--- src/rtl/bffba_pkg.sv ---
// ----------------------------------------------------------------------------
// bffba_pkg
// Command and status codes and the broadcast control bundle of the allocator.
// ----------------------------------------------------------------------------
`timescale 1ns / 1ps

package bffba_pkg;

  // Command codes
  localparam logic CMD_ALLOC = 1'b0;
  localparam logic CMD_FREE  = 1'b1;

  // Status codes
  localparam int STS_W = 3;
  localparam logic [STS_W-1:0] STS_OK        = 3'd0;
  localparam logic [STS_W-1:0] STS_ZERO      = 3'd1;
  localparam logic [STS_W-1:0] STS_TOO_BIG   = 3'd2;
  localparam logic [STS_W-1:0] STS_NO_SPACE  = 3'd3;
  localparam logic [STS_W-1:0] STS_NOT_ALLOC = 3'd4;

  // Field widths at the ports
  localparam int SIZE_W   = 16;
  localparam int BLK_W    = 7;
  localparam int OFFSET_W = 12;
  localparam int COUNT_W  = 8;

  // Operation held by the controller and broadcast to every cell
  typedef struct packed {
    logic              cmd;
    logic [SIZE_W-1:0] size;
    logic [BLK_W-1:0]  blk;
    logic              commit;
  } ctl_t;

endpackage

--- src/rtl/bffba_cell.sv ---
// ----------------------------------------------------------------------------
// bffba_cell
// One block of the page: its free bit, its recorded run length, and one stage
// of the scan wavefront that travels from block 0 upward, one cell a cycle.
// ----------------------------------------------------------------------------
`timescale 1ns / 1ps

module bffba_cell #(
  parameter int IDX         = 0,
  parameter int BLOCK_BYTES = 32,
  parameter int IW          = 7,
  parameter int CW          = 8,
  parameter int AW          = 13
) (
  input  logic             clk,
  input  logic             rst,
  input  bffba_pkg::ctl_t  ctl,
  input  logic [IW-1:0]    lo,
  input  logic [IW-1:0]    hi,
  input  logic [CW-1:0]    need,
  input  logic             i_tok,
  input  logic             i_stop,
  input  logic [CW-1:0]    i_run,
  input  logic [AW-1:0]    i_acc,
  input  logic [IW-1:0]    i_at,
  output logic             o_tok,
  output logic             o_stop,
  output logic [CW-1:0]    o_run,
  output logic [AW-1:0]    o_acc,
  output logic [IW-1:0]    o_at
);
  import bffba_pkg::*;

  logic          free;
  logic          free_next;
  logic [CW-1:0] len;
  logic [CW-1:0] len_next;
  logic          stop_next;
  logic [CW-1:0] run_next;
  logic [AW-1:0] acc_next;
  logic [IW-1:0] at_next;

  // Scan step and state update
  always_comb begin
    free_next = free;
    len_next  = len;
    stop_next = i_stop;
    run_next  = i_run;
    acc_next  = i_acc;
    at_next   = i_at;
    if (i_tok) begin
      if (ctl.cmd == CMD_ALLOC) begin
        // first fit: extend the current run, hit once it covers the size
        if (!i_stop) begin
          if (free) begin
            run_next = i_run + CW'(1);
            acc_next = i_acc + AW'(BLOCK_BYTES);
            if (int'(acc_next) >= int'(ctl.size)) begin
              stop_next = 1'b1;
              at_next   = IW'(IDX);
            end
          end else begin
            run_next = '0;
            acc_next = '0;
          end
        end
      end else begin
        // free: the start cell hands its length on, the run behind it follows
        if (!i_stop && (int'(ctl.blk) == IDX) && (len != '0)) begin
          stop_next = 1'b1;
          run_next  = len;
          len_next  = '0;
          free_next = 1'b1;
        end else if (i_stop && ((IDX - int'(ctl.blk)) < int'(i_run))) begin
          free_next = 1'b1;
        end
      end
    end
    // commit of a found run: mark used, record length at the start
    if (ctl.commit) begin
      if ((IW'(IDX) >= lo) && (IW'(IDX) <= hi)) begin
        free_next = 1'b0;
      end
      if (IW'(IDX) == lo) begin
        len_next = need;
      end
    end
  end

  // Control state
  always_ff @(posedge clk) begin
    if (rst) begin
      o_tok <= 1'b0;
      free  <= 1'b1;
      len   <= '0;
    end else begin
      o_tok <= i_tok;
      free  <= free_next;
      len   <= len_next;
    end
  end

  // Wavefront payload
  always_ff @(posedge clk) begin
    o_stop <= stop_next;
    o_run  <= run_next;
    o_acc  <= acc_next;
    o_at   <= at_next;
  end

endmodule

--- config.mk ---
export PLATFORM = sky130hd
export DESIGN_NAME = bffba_cell
export DESIGN_NICKNAME = d
export VERILOG_FILES = /design/src/rtl/bffba_pkg.sv /design/src/rtl/bffba_cell.sv
export SDC_FILE = /design/constraint.sdc
export NUM_CORES = 1
export LEC_CHECK = 0
export ABC_CLOCK_PERIOD_IN_PS = 5600
export BUFFER_PORTS_ARGS = -buffer_cell sky130_fd_sc_hd__buf_2
export CELL_PAD_IN_SITES_DETAIL_PLACEMENT = 0
export CELL_PAD_IN_SITES_GLOBAL_PLACEMENT = 1
export CORE_MARGIN = 5
export CORE_UTILIZATION = 35
export DETAILED_ROUTE_END_ITERATION = 10
export GPL_TIMING_DRIVEN = 0
export PLACE_DENSITY_LB_ADDON = 0.1
export SETUP_SLACK_MARGIN = 0.2
export SLEW_MARGIN = 20
export SYNTH_ARGS = -nofsm -noshare
export SYNTH_HDL_FRONTEND = slang
export SYNTH_SLANG_ARGS = --single-unit
--- constraint.sdc ---
create_clock -name clk -period 5.6 [get_ports clk]
set_input_delay 1.12 -clock clk [delete_from_list [all_inputs] [get_ports clk]]
set_output_delay 1.12 -clock clk [all_outputs]
set_load 0.005 [all_outputs]
==> flow_summary.yaml <==
final_layout:
  post-route-util_pct: 47.0
  final_cell_count_no_fill: 468
  antennaDiodeCount: 0
  area_growth_pct: 29.4
  final_nets: 491
  drive_gt1_share_pct: 31.7
  fin_area_sq_um: 3020
  fillers: 667
place:
  place_hpwl_um: 5140
  pre_cts_slack_ps: 2200
  place_congestion: 0.811
  portBuffers: 100
  placed_cells: 460
  placed_cell_area_sq_um: 2930
yosys:
  synth.area.top_cells: "dfxtp_1 (33%), ha_1 (12%), nand2_1 (5.5%), a21oi_1 (4.7%), inv_1 (4.2%)"
  synth-compound-area-share_pct: 18.6
  yosys.area.top_type: "dfxtp_1"
  async_flop_share_pct: 0
  synth_edf_count: 0
  synthAdderAreaFrac_pct: 11.8
  synth_xor_area_share_pct: 4.13
  synth_top_family_by_area: "simple AND/OR/NAND/NOR gates"
  synth_commonest_cells: "dfxtp_1 (39), nand2_1 (34), inv_1 (26), a21oi_1 (22), ha_1 (22)"
  postSynthAreaPerCell_sq_um: 8.25
  ys_types: 49
  synth_area_sq_um: 2330
  yosys_warnings: 0
  yosysSeqAreaShare_pct: 33.4
  yosys.area_share.simple_pct: 25.1
  synth_cells: 283
  synth_ff_type: "dfxtp_1"
  synth_top_area_share_pct: 33.4
  synth_nets: 384
  synthMuxAreaShare_pct: 0.429
  ys_ff_latch: 39
  post-synth-top-count-cell: "dfxtp_1"
worst_setup_path:
  path_class: "input pin to flop"
  critPathLaunchType: "input pin"
  cp-end-kind: "flop"
  cp.arrival_ps: 3280
  crit_end: "free"
  r2r_cells: 4
  worstReg2RegStart: "len[0]"
  rrSetupSlack_ps: 3770
  crit_fanout: 5
  reg2reg_to: "o_run[1]"
  crit_start: "ctl[1]"
  critPathRequiredTime_ps: 5790
detailed_routing:
  firstDrtPassIters: 4
  wl_per_cell_um: 13.5
  drc: 0
  postRouteAntennaNets: 0
  routed_wl_um: 6310
  first_iter_violations: 113
  num_vias: 2263
  avgViaCountPerCell: 4.84
grt:
  antenna_found_initial: 0
  grt_overflow_total: 0
  grt_pass1_wl_um: 10400
  grt_pass1_vias: 2216
  grt_start_max_net_pins: 14
  grt.total_usage_pct: 15.2
sta:
  worst_hold_slack_ps: 489
  maxSlewViolCount: 0
  timing.fmax_mhz: 323
  worstMarginPinSlew_ps: 666
  rsz0062_at_grt: "no"
  slew_headroom_pct: 55.2
  hold_violations: 0
  fin_setup_tns_ps: 0
  setup_viol: 0
  final.min_clock_period_ps: 3100
  setup_ws_ps: 2500
  period_share_pct: 55.3
  skew_ps: 5.55
clock_tree:
  cts_inserted_buffers: 5
  cts.sinks: 39
  root_buffer: "clkbuf_8"
  cts_tree: "yes"
  cts_setup_buffers: 0
  cts_resized: 0
  clk_pin_slew_ps: 80
  hold_buffers: 0
  ctsLongestPathBuffers: 2
  clk_latency_ps: 290
  htreeDepth: 2
pwr:
  p_total_mw: 0.618
  ir_worst_vdd_mv: 0.124
  p_sw_share_pct: 28.2
  p_int_mw: 0.444
  p_clk_share_pct: 30.7
  power.switching_mw: 0.175
  combPwrFrac_pct: 21.6
  power_density_nw_per_um2: 205
  seqPwrFrac_pct: 47.7
  p_leak_nw: 1.43
job:
  maxCapViolCount: 0
status:
  outcome: "complete, no violations"
floorplan:
  die_y_um: 91.7
  start_util_pct: 36.4
  fp.coreArea_sq_um: 6420
  floorplan.rows: 29
  die_w_um: 91.7
  dieArea_sq_um: 8400
  io_pins: 109
min_path:
  hp-class: "flop to flop"
-- power by group through the flow --
stage | combinational [mW] | sequential (mW) | clock [mW]
finish | 0.134 | 0.295 | 0.190
global route | 0.154 | 0.296 | 0.213
CTS | 0.135 | 0.295 | 0.199
detailed placement | 0.134 | 0.301 | 0
global placement | 0.134 | 0.301 | 0
floorplan | 0.0696 | 0.305 | 0
-- state kept, by name, indices dropped and copies added (netlist names) --
signal	cells
o_acc	13
len	8
o_run	8
o_at	7
free	1
o_stop	1
o_tok	1
-- worst min path at each step --
stage / from / end / cells past startpoint
after CTS: len[0] / len[0] / 2
after detailed placement: len[0] / len[0] / 2
after global placement: len[0] / len[0] / 2
after global routing: len[2] / len[2] / 2
after floorplan: len[4] / o_run[4] / 2
final: len[0] / len[0] / 2
-- worst max-delay path, cell delays in order --
cell and delay, ps:
buf_2 110, inv_1 50, ha_1 160, or3b_1 360, buf_6 140, nor3_1 190
xnor2_1 110, ha_1 310, nand2_1 50, o21ai_0 200, o211ai_1 160, a221o_1 320
-- area by class of cell --
type	instances	area (sq um)	share of cell area [%]
plain buffers	8	53.8	1.78
clock buffers	5	68.8	2.28
clock inverters	3	20.0	0.663
inverters	26	97.6	3.23
multi-input cells	210	1400	46.4
flip-flops and latches	39	781	25.8
well taps	77	96.3	3.19
repair buffers	100	500	16.6
-- logic make-up (layout without fill, tap and decap cells) --
| logic type | count (synthesis) | in the layout |
|---|---|---|
| AND/OR/NAND/NOR | 112 | 112 |
| multiplexers | 1 | 1 |
| AO/OA/AOI/OAI | 64 | 64 |
| flip-flops | 39 | 39 |
| buffers and inverters | 34 | 142 |
| adder cells (fa/ha/maj) | 22 | 22 |
| XOR/XNOR | 11 | 11 |
-- layout by cell type, fill, tap and decap left out, drive strengths merged, types with 2 or more instances in the layout --
cell type,count
a21oi,23
nand2,34
nor2b,14
a22o,5
nor2,14
clkinvlp,2
clkbuf,9
dfxtp,39
o211ai,2
o21ai,18
a211o,2
nand4,4
or3,2
nor3b,3
nor3,11
xor2,4
inv,26
nand3,17
ha,22
a221o,3
xnor2,7
nor4,4
buf,104
or3b,2
o31ai,2
a211oi,2
-- routing by layer --
layer / up-vias / track usage (%) / wire length (um) / part of all wire (%)
li1: 1210 / - / - / -
met1: 973 / 20.7 / 3040 / 48
met2: 72 / 23.6 / 2670 / 42
met3: 8 / 4.34 / 532 / 8.4
met4: 0 / 3.77 / 61 / 0.97
met5: - / 0 / 0 / 0
(Power assumes the default switching activity.)
